## src/hw/rtl/ffha_pkg.sv

```systemverilog
// Shared types and constants for the first-fit heap allocator.
// Used by the rounding unit and the top level; depends on nothing else.
package ffha_pkg;

  // Stream field widths.
  localparam int unsigned REQ_W       = 16;
  localparam int unsigned REL_W       = 10;
  localparam int unsigned PAY_W       = 10;
  localparam int unsigned STATUS_W    = 2;
  localparam int unsigned IN_TDATA_W  = 32;
  localparam int unsigned OUT_TDATA_W = 16;

  // Byte arithmetic width; covers heap offsets, block ends and rounded requests.
  localparam int unsigned BYTE_W = 18;

  typedef enum logic [STATUS_W-1:0] {
    ST_OK     = 2'd0,
    ST_NOFIT  = 2'd1,
    ST_BADREL = 2'd2
  } status_t;

endpackage

```

## src/hw/rtl/first_fit_heap_allocator.sv

```systemverilog
// First-fit heap allocator with split on allocate and neighbor merge on release.
// An allocate rounds its size in RND and NEED, walks the block headers in CHK, writes the split
// tail in SPLIT if any and queues its result in RESP; a release walks in CHK, merges in MERGE
// unless flagged and queues its result in RESP. The walk reads one block header per cycle, at most
// HEAP/HEADER of them. One item at a time: in_tready rises with out_tvalid, and RESP holds while
// an earlier result waits on out_tready. Reset (rst_n low, synchronous) clears control; the cycle
// after it writes the initial free block into entry zero while in_tready stays low.
module first_fit_heap_allocator
  import ffha_pkg::*;
#(
  parameter int unsigned HEAP_BYTES   = 1024,
  parameter int unsigned ALIGN_BYTES  = 8,
  parameter int unsigned HEADER_BYTES = 32
) (
  input  logic                   clk,
  input  logic                   rst_n,
  // Request stream.
  input  logic                   in_tvalid,
  output logic                   in_tready,
  input  logic [IN_TDATA_W-1:0]  in_tdata,   // [15:0] request_size, [25:16] release_address
  input  logic [0:0]             in_tuser,   // [0] mode: 0 allocate, 1 release
  // Result stream.
  output logic                   out_tvalid,
  input  logic                   out_tready,
  output logic [OUT_TDATA_W-1:0] out_tdata,  // [9:0] payload_address
  output logic [STATUS_W-1:0]    out_tuser   // [1:0] status
);

  // Block starts are always multiples of the largest power of two that divides both
  // the alignment and the header size, so the block RAM is indexed in that granule.
  localparam int unsigned AH    = ALIGN_BYTES | HEADER_BYTES;
  localparam int unsigned GRAN  = AH & (~AH + 1);
  localparam int unsigned GSH   = $clog2(GRAN);
  localparam int unsigned DEPTH = (HEAP_BYTES + GRAN - 1) / GRAN;
  localparam int unsigned IW    = $clog2(DEPTH);
  // Each entry holds the header of the block starting there: free flag and payload size.
  localparam int unsigned SZW   = $clog2(HEAP_BYTES);
  localparam int unsigned EW    = SZW + 1;

  localparam logic [BYTE_W-1:0] HDR  = BYTE_W'(HEADER_BYTES);
  localparam logic [BYTE_W-1:0] ALN  = BYTE_W'(ALIGN_BYTES);
  localparam logic [BYTE_W-1:0] HEAP = BYTE_W'(HEAP_BYTES);
  localparam logic [SZW-1:0]    INIT_SIZE = SZW'(HEAP_BYTES - HEADER_BYTES);

  typedef enum logic [7:0] {
    S_INIT  = 8'b0000_0001,
    S_IDLE  = 8'b0000_0010,
    S_RND   = 8'b0000_0100,
    S_NEED  = 8'b0000_1000,
    S_CHK   = 8'b0001_0000,
    S_SPLIT = 8'b0010_0000,
    S_MERGE = 8'b0100_0000,
    S_RESP  = 8'b1000_0000
  } state_t;

  function automatic logic [IW-1:0] idx_of(input logic [BYTE_W-1:0] b);
    idx_of = b[GSH +: IW];
  endfunction

  // Control registers.
  state_t state_r, state_nxt;
  logic   out_valid_r, out_valid_nxt;

  // Item and walk registers (no reset needed).
  logic              mode_r, mode_nxt;
  logic [REQ_W-1:0]  req_r, req_nxt;
  logic [REL_W-1:0]  rel_r, rel_nxt;
  logic [BYTE_W-1:0] cur_r, cur_nxt;
  logic [BYTE_W-1:0] prev_start_r, prev_start_nxt;
  logic [SZW-1:0]    prev_size_r, prev_size_nxt;
  logic              prev_free_r, prev_free_nxt;
  logic              has_prev_r, has_prev_nxt;
  logic [BYTE_W-1:0] hit_start_r, hit_start_nxt;
  logic [SZW-1:0]    hit_size_r, hit_size_nxt;
  logic              has_succ_r, has_succ_nxt;
  logic [BYTE_W-1:0] split_start_r, split_start_nxt;
  logic [SZW-1:0]    split_size_r, split_size_nxt;
  status_t           res_status_r, res_status_nxt;
  logic [PAY_W-1:0]  res_addr_r, res_addr_nxt;
  status_t           out_status_r, out_status_nxt;
  logic [PAY_W-1:0]  out_addr_r, out_addr_nxt;

  // Block RAM port signals.
  logic          ram_we;
  logic [IW-1:0] ram_waddr, ram_raddr;
  logic [EW-1:0] ram_wdata, ram_rdata;

  // Datapath on the header just read.
  logic [BYTE_W-1:0] need;
  logic [SZW-1:0]    rd_size;
  logic              rd_free;
  logic [BYTE_W-1:0] rd_size_b, hdr_addr, blk_end, rel_ext, succ_add, merged, prev_merged;
  logic              is_last, fits, can_split, is_hit, past_rel, in_xfer;

  ffha_ram #(
    .WIDTH (EW),
    .DEPTH (DEPTH)
  ) u_ram (
    .clk   (clk),
    .we    (ram_we),
    .waddr (ram_waddr),
    .wdata (ram_wdata),
    .raddr (ram_raddr),
    .rdata (ram_rdata)
  );

  // The rounded size is registered in q_r and then need_r during states RND and NEED, ready in CHK.
  ffha_round #(
    .ALIGN_BYTES (ALIGN_BYTES)
  ) u_round (
    .clk  (clk),
    .req  (req_r),
    .need (need)
  );

  assign in_tready  = (state_r == S_IDLE);
  assign in_xfer    = in_tvalid && in_tready;
  assign out_tvalid = out_valid_r;
  assign out_tdata  = {{(OUT_TDATA_W - PAY_W){1'b0}}, out_addr_r};
  assign out_tuser  = out_status_r;

  assign rd_size   = ram_rdata[SZW-1:0];
  assign rd_free   = ram_rdata[SZW];
  assign rd_size_b = BYTE_W'(rd_size);
  assign hdr_addr  = cur_r + HDR;
  assign blk_end   = hdr_addr + rd_size_b;
  // Blocks tile the heap exactly, so the last block ends at the heap end.
  assign is_last   = (blk_end >= HEAP);
  assign fits      = rd_free && (rd_size_b >= need);
  assign can_split = (rd_size_b >= need + HDR + ALN);
  assign rel_ext   = BYTE_W'(rel_r);
  assign is_hit    = !rd_free && (hdr_addr == rel_ext);
  // The chain is address ordered, so once a payload start passes the address it can't match.
  assign past_rel  = (hdr_addr > rel_ext);
  // In MERGE the read data is the successor's header.
  assign succ_add  = (has_succ_r && rd_free) ? (rd_size_b + HDR) : '0;
  assign merged    = BYTE_W'(hit_size_r) + succ_add;
  assign prev_merged = BYTE_W'(prev_size_r) + merged + HDR;

  always_comb begin
    state_nxt       = state_r;
    out_valid_nxt   = out_valid_r;
    mode_nxt        = mode_r;
    req_nxt         = req_r;
    rel_nxt         = rel_r;
    cur_nxt         = cur_r;
    prev_start_nxt  = prev_start_r;
    prev_size_nxt   = prev_size_r;
    prev_free_nxt   = prev_free_r;
    has_prev_nxt    = has_prev_r;
    hit_start_nxt   = hit_start_r;
    hit_size_nxt    = hit_size_r;
    has_succ_nxt    = has_succ_r;
    split_start_nxt = split_start_r;
    split_size_nxt  = split_size_r;
    res_status_nxt  = res_status_r;
    res_addr_nxt    = res_addr_r;
    out_status_nxt  = out_status_r;
    out_addr_nxt    = out_addr_r;
    ram_we          = 1'b0;
    ram_waddr       = idx_of(cur_r);
    ram_wdata       = {1'b1, rd_size};
    ram_raddr       = idx_of(cur_r);

    // The result register is freed by a transfer and can be refilled in the same cycle.
    if (out_valid_r && out_tready) begin
      out_valid_nxt = 1'b0;
    end

    case (state_r)
      S_INIT: begin
        // The whole heap starts as one free block.
        ram_we    = 1'b1;
        ram_waddr = '0;
        ram_wdata = {1'b1, INIT_SIZE};
        state_nxt = S_IDLE;
      end
      S_IDLE: begin
        ram_raddr = '0;
        if (in_xfer) begin
          mode_nxt     = in_tuser[0];
          req_nxt      = in_tdata[REQ_W-1:0];
          rel_nxt      = in_tdata[REQ_W +: REL_W];
          cur_nxt      = '0;
          has_prev_nxt = 1'b0;
          state_nxt    = in_tuser[0] ? S_CHK : S_RND;
        end
      end
      S_RND: begin
        state_nxt = S_NEED;
      end
      S_NEED: begin
        state_nxt = S_CHK;
      end
      S_CHK: begin
        if (!mode_r) begin
          if (fits) begin
            ram_we         = 1'b1;
            res_status_nxt = ST_OK;
            res_addr_nxt   = hdr_addr[PAY_W-1:0];
            if (can_split) begin
              ram_wdata       = {1'b0, need[SZW-1:0]};
              split_start_nxt = hdr_addr + need;
              split_size_nxt  = SZW'(rd_size_b - need - HDR);
              state_nxt       = S_SPLIT;
            end else begin
              ram_wdata = {1'b0, rd_size};
              state_nxt = S_RESP;
            end
          end else if (is_last) begin
            res_status_nxt = ST_NOFIT;
            res_addr_nxt   = '0;
            state_nxt      = S_RESP;
          end else begin
            ram_raddr      = idx_of(blk_end);
            cur_nxt        = blk_end;
            prev_start_nxt = cur_r;
            prev_size_nxt  = rd_size;
            prev_free_nxt  = rd_free;
            has_prev_nxt   = 1'b1;
          end
        end else begin
          if (is_hit) begin
            // Fetch the successor header for the merge.
            ram_raddr     = idx_of(blk_end);
            hit_start_nxt = cur_r;
            hit_size_nxt  = rd_size;
            has_succ_nxt  = !is_last;
            state_nxt     = S_MERGE;
          end else if (is_last || past_rel) begin
            res_status_nxt = ST_BADREL;
            res_addr_nxt   = '0;
            state_nxt      = S_RESP;
          end else begin
            ram_raddr      = idx_of(blk_end);
            cur_nxt        = blk_end;
            prev_start_nxt = cur_r;
            prev_size_nxt  = rd_size;
            prev_free_nxt  = rd_free;
            has_prev_nxt   = 1'b1;
          end
        end
      end
      S_SPLIT: begin
        ram_we    = 1'b1;
        ram_waddr = idx_of(split_start_r);
        ram_wdata = {1'b1, split_size_r};
        state_nxt = S_RESP;
      end
      S_MERGE: begin
        // Entries of absorbed blocks go stale; the walk never reaches them again.
        ram_we = 1'b1;
        if (has_prev_r && prev_free_r) begin
          ram_waddr = idx_of(prev_start_r);
          ram_wdata = {1'b1, prev_merged[SZW-1:0]};
        end else begin
          ram_waddr = idx_of(hit_start_r);
          ram_wdata = {1'b1, merged[SZW-1:0]};
        end
        res_status_nxt = ST_OK;
        res_addr_nxt   = '0;
        state_nxt      = S_RESP;
      end
      S_RESP: begin
        if (!out_valid_r || out_tready) begin
          out_valid_nxt  = 1'b1;
          out_status_nxt = res_status_r;
          out_addr_nxt   = res_addr_r;
          state_nxt      = S_IDLE;
        end
      end
      default: begin
        state_nxt = S_IDLE;
      end
    endcase
  end

  always_ff @(posedge clk) begin
    if (!rst_n) begin
      state_r     <= S_INIT;
      out_valid_r <= 1'b0;
    end else begin
      state_r     <= state_nxt;
      out_valid_r <= out_valid_nxt;
    end
  end

  always_ff @(posedge clk) begin
    mode_r        <= mode_nxt;
    req_r         <= req_nxt;
    rel_r         <= rel_nxt;
    cur_r         <= cur_nxt;
    prev_start_r  <= prev_start_nxt;
    prev_size_r   <= prev_size_nxt;
    prev_free_r   <= prev_free_nxt;
    has_prev_r    <= has_prev_nxt;
    hit_start_r   <= hit_start_nxt;
    hit_size_r    <= hit_size_nxt;
    has_succ_r    <= has_succ_nxt;
    split_start_r <= split_start_nxt;
    split_size_r  <= split_size_nxt;
    res_status_r  <= res_status_nxt;
    res_addr_r    <= res_addr_nxt;
    out_status_r  <= out_status_nxt;
    out_addr_r    <= out_addr_nxt;
  end

  // A release can only succeed or be flagged as a bad address.
  a_release_no_nofit: assert property (@(posedge clk) disable iff (!rst_n)
    (state_r == S_RESP) && mode_r |-> (res_status_r != ST_NOFIT))
    else $error("release produced a no-fit status");

  // Every failed result carries a zero payload address.
  a_fail_addr_zero: assert property (@(posedge clk) disable iff (!rst_n)
    out_valid_r && (out_status_r != ST_OK) |-> (out_addr_r == '0))
    else $error("failed result with nonzero payload address");

  // The walk cursor always points at a block inside the heap.
  a_cursor_in_heap: assert property (@(posedge clk) disable iff (!rst_n)
    (state_r == S_CHK) |-> (cur_r < HEAP))
    else $error("block walk left the heap");

  // After a request transfer the block is busy until its result is queued.
  a_busy_after_accept: assert property (@(posedge clk) disable iff (!rst_n)
    in_xfer |=> !in_tready)
    else $error("request taken while another is in flight");

endmodule

```

## src/hw/rtl/ffha_ram.sv

```systemverilog
// Generic simple dual-port RAM: one write port, one read port, registered read.
// Uses no package.
module ffha_ram #(
  parameter int unsigned WIDTH = 8,
  parameter int unsigned DEPTH = 16
) (
  input  logic                     clk,
  input  logic                     we,
  input  logic [$clog2(DEPTH)-1:0] waddr,
  input  logic [WIDTH-1:0]         wdata,
  input  logic [$clog2(DEPTH)-1:0] raddr,
  output logic [WIDTH-1:0]         rdata
);

  logic [WIDTH-1:0] mem [DEPTH];
  logic [WIDTH-1:0] rdata_r;

  always_ff @(posedge clk) begin
    if (we) begin
      mem[waddr] <= wdata;
    end
    rdata_r <= mem[raddr];
  end

  assign rdata = rdata_r;

endmodule

```

## src/hw/rtl/ffha_round.sv

```systemverilog
// Two-stage unit that rounds a request size up to a multiple of the alignment.
// Division by the alignment is a multiply by a fixed reciprocal. Depends on ffha_pkg.
module ffha_round
  import ffha_pkg::*;
#(
  parameter int unsigned ALIGN_BYTES = 8
) (
  input  logic              clk,
  input  logic [REQ_W-1:0]  req,
  output logic [BYTE_W-1:0] need
);

  // Shift of the reciprocal; large enough that the quotient is exact for any request.
  localparam int unsigned K     = REQ_W + 8;
  localparam int unsigned MW    = K - 1;
  localparam int unsigned XW    = REQ_W + 1;
  localparam int unsigned PW    = XW + MW;
  localparam int unsigned QW    = PW - K;
  localparam logic [MW-1:0] RECIP =
    MW'(((64'd1 << K) + 64'(ALIGN_BYTES) - 64'd1) / 64'(ALIGN_BYTES));

  logic [XW-1:0]     x;
  logic [PW-1:0]     prod;
  logic [QW-1:0]     q_r;
  logic [BYTE_W-1:0] need_r;

  assign x    = XW'(req) + XW'(ALIGN_BYTES - 1);
  assign prod = PW'(x) * PW'(RECIP);

  always_ff @(posedge clk) begin
    q_r    <= prod[PW-1:K];
    need_r <= BYTE_W'(q_r) * BYTE_W'(ALIGN_BYTES);
  end

  assign need = need_r;

endmodule

```

## config.mk

```make
export PLATFORM = sky130hd
export DESIGN_NAME = first_fit_heap_allocator
export DESIGN_NICKNAME = d
export VERILOG_FILES = /design/src/hw/rtl/ffha_pkg.sv /design/src/hw/rtl/first_fit_heap_allocator.sv /design/src/hw/rtl/ffha_ram.sv /design/src/hw/rtl/ffha_round.sv
export SDC_FILE = /design/constraint.sdc
export NUM_CORES = 2
export LEC_CHECK = 0
export BUFFER_PORTS_ARGS = -buffer_cell sky130_fd_sc_hd__buf_4
export CAP_MARGIN = 25
export CORE_AREA = 4 4 280 488
export CTS_BUF_LIST = sky130_fd_sc_hd__clkbuf_16
export DETAILED_ROUTE_END_ITERATION = 7
export DIE_AREA = 0 0 284 492
export PLACE_DENSITY = 0.74
export SYNTH_ARGS = -nofsm -noshare
export SYNTH_HDL_FRONTEND = slang
export SYNTH_SLANG_ARGS = --single-unit
```

## constraint.sdc

```tcl
create_clock -name clk -period 24.9 [get_ports clk]
set_input_delay 0 -clock clk [delete_from_list [all_inputs] [get_ports clk]]
set_output_delay 0 -clock clk [all_outputs]
set_load 0.01 [all_outputs]
```

== Word-level counts from Yosys, hierarchy flattened ==
Memory sizes are Yosys's and may differ from the RTL's. A register that Yosys moved wholly into a read port is not among the register bits.
Cells that the tools add are included.

* Add/sub/neg operators: 12
* $lt $le $gt $ge: 4
* Equal/unequal tests: 22
* Mux-type cells: 73
* Bitwise gates (word level): 1
* Reductions and logical operators: 23

{| class="wikitable"
|+ Operator list
! operator !! count
|-
| 10-bit two-way mux || 18
|-
| 18-bit two-way mux || 6
|-
| 8-bit two-way mux || 8
|-
| 8-bit one-hot mux with 6 select lines || 1
|-
| 11-bit one-hot mux with 4 select lines || 1
|-
| 7-bit two-way mux || 6
|-
| 18-bit one-hot mux with 2 select lines || 1
|-
| 10-bit adder || 3
|-
| 11-bit two-way mux || 2
|-
| 7-bit one-hot mux with 3 select lines || 1
|-
| 10-bit by 6-bit adder with 10-bit output (second input constant) || 2
|-
| 10-bit one-hot mux with 2 select lines || 1
|-
| 17-bit by 6-bit adder with 18-bit output (second input constant) || 1
|-
| 18-bit by 10-bit adder with 18-bit output || 1
|-
| 18-bit by 4-bit adder with 18-bit output (second input constant) || 1
|-
| 18-bit by 6-bit adder with 18-bit output (second input constant) || 1
|-
| 18-bit by 10-bit equality test with 1-bit output || 1
|-
| 10-bit by 18-bit >= comparator with 1-bit output || 1
|-
| 18-bit by 11-bit >= comparator with 1-bit output (second input constant) || 1
|-
| 18-bit by 10-bit greater-than comparator with 1-bit output || 1
|-
| 1-bit two-way mux || 18
|-
| 16-bit by 3-bit adder with 17-bit output (second input constant) || 1
|-
| 10-bit by 17-bit >= comparator with 1-bit output || 1
|-
| 3-bit inequality test (second input constant) || 5
|-
| 30 further kinds || 52
|}

* Flip-flop bits (word level): 169
* RAM bits: 1408
* Bits of input ports: 37
* Output and inout port bits: 20
* Word-level logic and storage cells: 157
* Memories kept: 1

{| class="wikitable"
|+ Memories
! name !! words !! width !! rd ports !! clocked after Yosys merged registers in !! write ports !! RTL line !! text
|-
| u_ram.mem || 128 || 11 || 1 || 1 || 1 || ffha_ram.sv:15 || <nowiki>logic [WIDTH-1:0] mem [DEPTH];</nowiki>
|}

== Depth between registers and ports, before layout ==
* Depth in word-level cells: 8
* Depth in mapped cells: 24
* Gate-level depth less buffers: 22

== Hierarchy ==
From an unflattened synthesis, not the netlist that was laid out.

* Cells, all modules: 3126
* Area total of the unflattened synthesis: 64035.2 um^2

{| class="wikitable"
|+ Modules (own cells, without submodules)
! module !! times used !! cells each !! area an instance (um^2) !! seq. area each (um^2)
|-
| ffha_ram || 1 || 2178 || 54223.3 || 42500.8
|-
| first_fit_heap_allocator || 1 || 878 || 8953.6 || 3873.7
|-
| ffha_round || 1 || 70 || 858.3 || 560.5
|}

== Worst setup path before layout ==
No wires, ideal clock.

* Path type: register to register
* Start: reg u_ram.rdata_r[1] (netlist: u_ram.rdata[1]), read port of u_ram.mem
* End: mem u_ram.mem[0][9] in the netlist's numbering (data pin)
* Setup time: 1197 ps
* Arrival time: 8485 ps
* Data required time: 23703 ps
* Setup slack: 15218 ps
* Stages on the path, launching flop included: 21
* Buffers on the path: 0
* Period minus slack after synthesis: 9682 ps
* Path through: dfxtp_1 > inv_1 > nor2_1 > ha_1 > a21o_1 > a21oi_1 > xnor2_1 > ha_1 > ha_1 > nor2b_1 > o21ai_0 > a21boi_0 > o21ai_0 > nand2b_1 > a21o_1 > a21oi_1 > xnor2_1 > nor2_1 > xnor2_1 > xnor2_1 > o21ai_0

* Longest elaborated chain between the ends: 7
* Elaborated cells between the ends (all ways): 13
* Classes of those cells: add/sub: 4; order compare: 2; mux: 6; reduce/logical: 1

{| class="wikitable"
|+ Ends and longest elaborated chain
! item !! RTL line !! text
|-
| start: declaration || ffha_ram.sv:16 || <nowiki>logic [WIDTH-1:0] rdata_r;</nowiki>
|-
| 10-bit by 6-bit adder with 10-bit output || first_fit_heap_allocator.sv:136 || <nowiki>assign succ_add = (has_succ_r && rd_free) ? (rd_size_b + HDR) : '0;</nowiki>
|-
| 10-bit two-way mux || first_fit_heap_allocator.sv:136 ||
|-
| 10-bit adder || first_fit_heap_allocator.sv:137 || <nowiki>assign merged = BYTE_W'(hit_size_r) + succ_add;</nowiki>
|-
| 10-bit adder || first_fit_heap_allocator.sv:138 || <nowiki>assign prev_merged = BYTE_W'(prev_size_r) + merged + HDR;</nowiki>
|-
| 10-bit by 6-bit adder with 10-bit output || first_fit_heap_allocator.sv:138 ||
|-
| 10-bit two-way mux || first_fit_heap_allocator.sv:253 || <nowiki>if (has_prev_r && prev_free_r) begin</nowiki>
|-
| 11-bit one-hot mux with 4 select lines (*) || first_fit_heap_allocator.sv:170 || <nowiki>case (state_r)</nowiki>
|-
| net ram_wdata[9] || first_fit_heap_allocator.sv:86 || <nowiki>logic [EW-1:0] ram_wdata, ram_rdata;</nowiki>
|-
| end: declaration || ffha_ram.sv:15 ||
|}

Mark *: on every way through the listed nets, which the timed path passes. The rest lies on a longest branch.

== Worst setup path in the final report ==
* Start: reg cur_r[6]
* End: reg u_ram.rdata_r[9] (netlist: u_ram.rdata[9]), read port of u_ram.mem

* Longest elaborated chain between the ends: 8
* Elaborated cells between the ends (all ways): 13
* Classes of those cells: add/sub: 2; order compare: 2; eq/ne: 1; mux: 6; reduce/logical: 2

{| class="wikitable"
|+ Ends and longest elaborated chain
! item !! RTL line !! text
|-
| start: declaration || first_fit_heap_allocator.sv:68 || <nowiki>logic [BYTE_W-1:0] cur_r, cur_nxt;</nowiki>
|-
| start signal: assignment || first_fit_heap_allocator.sv:292 || <nowiki>cur_r <= cur_nxt;</nowiki>
|-
| 18-bit by 6-bit adder with 18-bit output (*) || first_fit_heap_allocator.sv:125 || <nowiki>assign hdr_addr = cur_r + HDR;</nowiki>
|-
| net hdr_addr[9] || first_fit_heap_allocator.sv:92 || <nowiki>logic [BYTE_W-1:0] rd_size_b, hdr_addr, blk_end, rel_ext, succ_add, merged, prev_merged;</nowiki>
|-
| 18-bit by 10-bit adder with 18-bit output || first_fit_heap_allocator.sv:126 || <nowiki>assign blk_end = hdr_addr + rd_size_b;</nowiki>
|-
| 18-bit by 11-bit >= comparator with 1-bit output || first_fit_heap_allocator.sv:128 || <nowiki>assign is_last = (blk_end >= HEAP);</nowiki>
|-
| 1-bit logical OR || first_fit_heap_allocator.sv:230 || <nowiki>end else if (is_last || past_rel) begin</nowiki>
|-
| 7-bit two-way mux || first_fit_heap_allocator.sv:230 ||
|-
| 7-bit two-way mux || first_fit_heap_allocator.sv:223 || <nowiki>if (is_hit) begin</nowiki>
|-
| 7-bit two-way mux (*) || first_fit_heap_allocator.sv:196 || <nowiki>if (!mode_r) begin</nowiki>
|-
| 7-bit one-hot mux with 2 select lines (*) || first_fit_heap_allocator.sv:170 ||
|}

Marks and branches as above.
A chain may end at the register's enable or synchronous reset.

==> results.md <==
* Inserted Clock Buffers at 131
* Slowest cell on crit path: buf_4
* Async set-reset flop share out of synthesis at 0
* Final Slew Violations at 0
* RSZ-0062 raised after global routing: no
* Seq/Total Area, Yosys at 0.712
* Compound-Gate Fraction of Synth Area at 0.119
* Min-Delay Path Class: in2reg
* Final setup vio count at 0
* Die width at 284 µm
* Die ar. at 140,000 µm²
* Post-Synth Adder-Cell Area at 0.0175
* GRT Total Usage at 0.247
* Die height at 492 µm
* CP top delay family: compound AO/OA/AOI/OAI gates
* H-Tree Depth at 4
* Post-synth EDFFs at 1,531
* Synth Area per Inst at 13.8 µm²
* Site Rows at 177
* Actual slew at the worst max-slew pin at 1130 ps
* Global-route wire length before repair at 261,000 µm
* Initial drt markers at 5,102
* GP Congestion at 0.910
* Vias in the first global route at 41,499
* Grt total ovfl at 0
* Share of cells above drive strength 1 at 0.106
* Post-Route Setup TNS at 0 ps
* Slew HR at 0.248
* Cells after synthesis at 4,765
* Mapped Area at 66,000 µm²
* Setup CP Type: reg2reg
* Seq cells post-synth at 1,579
* DRT Pass-1 Iters at 6
* Fin crit share at 0.352
* CP max FO at 113
* Antenna Nets Post-Route at 0
* Main synth FF type: edfxtp_1
* Pwr dens at 79.6 nW/µm²
* Largest family of logic cells by synthesized area: compound AO/OA/AOI/OAI gates
* DRC at 0
* CTS sink cnt at 1,579
* Area growth from synthesis to layout at 12.2%
* Crit start category: flip-flop
* Worst Path Arrival at 9420 ps
* Initial Util at 0.497
* CTS max path bufs at 3
* Routed WL at 179,000 µm
* Largest net degree at the start of global routing at 145
* CTS tree: yes
* Via-to-Cell Ratio at 6.35
* Setup WS pre-CTS at 16,280 ps
* Leakage power at 25.2 nW
* DP HPWL at 108,000 µm
* Bufs and invs on worst path at 3
* Per-cell routed wire length at 26.7 µm
* Root buffer cell: clkbuf_16
* Final setup margin at 16,140 ps
* Io pins at 57
* # Post-CTS Setup Buffers at 0
* Mux contribution to synthesized area at 0.0199
* Nets at 5,002
* Post-synthesis xor/xnor area fraction at 0.0108
* Simple-Gate Fraction of Synth Area at 0.0934
* F_max at 114 MHz
* Via count at 42,485
* Run status: completed
* Antenna violations before repair at 3
* Critical Path Max Stage Delay at 820 ps
* Latest clock arrival within the worst-skew pair at 770 ps
* Fin crit period at 8760 ps
* Warnings from Yosys at 0
* Cell Chain, Critical Path: ha_1, nand3_1, xnor2_1, inv_1, ha_1, and3_1, a311oi_2, xor2_1, nor4_4, o221ai_4, o31a_2, nand2_8, buf_4, buf_4, a211o_1, a211oi_1, a2111oi_2, nand4_1, nor4_2
* PortBufs at 44
* Crit. End Element: flip-flop
* Synth cell types at 93
* Max-Cap Viols at 0
* Clock Skews at 22.8 ps
* Endpoints failing hold at 0
* Worst-path clk slew at 60 ps
* WP data required at 25,560 ps
* Core ar. at 133,000 µm²
* VDD IR max at 64.2 µV
## flip-flops by register name, indices dropped and copies added, names as in the netlist, 11 cells and up
name / cells
cur_r: 18
req_r: 16
u_ram.mem: 1408
u_ram.rdata: 11
u_round.need: 14
u_round.q_r: 14
## routing by layer
layer,GRT usage,vias to the layer above,wire length (µm)
li1,-,18607,-
met1,0.271,21116,59100
met2,0.435,2163,91000
met3,0.0453,597,14000
met4,0.171,2,14500
met5,0,-,16
## cell type report
type	count	area, µm²
Inverter	83	314
Clock buffer	135	3380
Sequential cell	1579	46900
Clock inverter	103	1120
Multi-Input combinational cell	2777	17500
Fill cell	9930	58600
Antenna cell	6	15.0
Timing Repair Buffer	304	2590
Tap cell	1700	2130
## metrics by stage
stage,hold slack (ps),instance area [µm²],power (mW),utilization,instances
6_report,54.0,74000,5.89,0.558,6687
5_1_grt,64.3,74000,6.07,0.558,6682
2_1_floorplan,78.1,66000,3.54,-,4770
4_1_cts,8.80,73500,5.90,0.554,6628
3_3_place_gp,181,68200,3.75,0.514,6300
3_5_place_dp,180,68500,3.77,0.516,6331
## worst min-delay path, cell delays in order
cell and delay (ps):
dlygate4sd3_1 530, buf_4 110, inv_1 100
## report_power, final
| part | switching (mW) | internal (mW) |
|---|---|---|
| logic | 0.468 | 0.190 |
| registers | 0.0271 | 3.05 |
| clock network | 0.942 | 1.21 |
## worst paths after layout
path | start | endpoint | slack [ps] | cells after the start
worst min-delay path | rst_n | state_r[0] | 50 | 3
worst min register to register | u_round.q_r[12] | u_round.need[15] | 330 | 0
worst max register to register | cur_r[6] | u_ram.rdata[9] | 16140 | 19
worst max-delay path | cur_r[6] | u_ram.rdata[9] | 16140 | 19
## layout by cell type, fill, tap and decap left out, types with 13 or more instances in the layout
| cell | synthesis | routed |
|---|---|---|
| o21bai_1 | 13 | 13 |
| clkbuf_16 | 0 | 135 |
| a2111oi_0 | 42 | 31 |
| buf_4 | 23 | 220 |
| ha_1 | 84 | 84 |
| nand2_1 | 593 | 592 |
| nand4_1 | 18 | 18 |
| buf_6 | 3 | 16 |
| nor2_1 | 213 | 208 |
| a221oi_1 | 77 | 77 |
| and3_1 | 156 | 156 |
| nor4_1 | 15 | 14 |
| xor2_1 | 26 | 26 |
| a311oi_1 | 42 | 42 |
| mux2i_1 | 123 | 123 |
| nand2b_1 | 21 | 18 |
| a21oi_1 | 321 | 317 |
| a31oi_1 | 64 | 64 |
| o22ai_1 | 23 | 23 |
| dlygate4sd3_1 | 0 | 59 |
| bufinv_16 | 0 | 21 |
| nand3_1 | 170 | 169 |
| a211oi_1 | 214 | 213 |
| clkinv_1 | 1 | 14 |
| o21ai_0 | 114 | 113 |
| edfxtp_1 | 1531 | 1531 |
| inv_1 | 82 | 104 |
| nor3_1 | 62 | 60 |
| o2bb2ai_1 | 23 | 22 |
| nor2b_1 | 20 | 20 |
| a22o_1 | 28 | 28 |
| xnor2_1 | 55 | 55 |
| dfxtp_1 | 48 | 48 |
| a22oi_1 | 38 | 38 |
| clkinv_2 | 0 | 21 |
## synth_stat cells (55+ instances only)
cell	number	area, µm²
mux2i_1	123	1230
a21oi_1	321	1610
a31oi_1	64	400
o21ai_0	114	571
a211oi_1	214	1610
a221oi_1	77	674
nor3_1	62	310
buf_2	112	561
clkbuf_1	164	616
nand2_1	593	2230
inv_1	82	308
ha_1	84	1050
and3_1	156	976
xnor2_1	55	482
nand3_1	170	851
nor2_1	213	800
edfxtp_1	1531	46000
## logic make-up after synthesis
| group | count (synthesis) |
|---|---|
| and+or+nand+nor | 1335 |
| AOI/OAI and AO/OA | 1136 |
| DFF | 1579 |
| muxes | 130 |
| xor gates and xnor gates | 81 |
| adders and majority gates | 89 |
| other | 1 |
| buffers and inverters | 414 |
## timing repair
action                    in CTS  in global routing
hold endpoints to repair      69                  0
hold buffers                  59                  0
resized for setup              0                  0
Power figures use the tool's default switching activity.
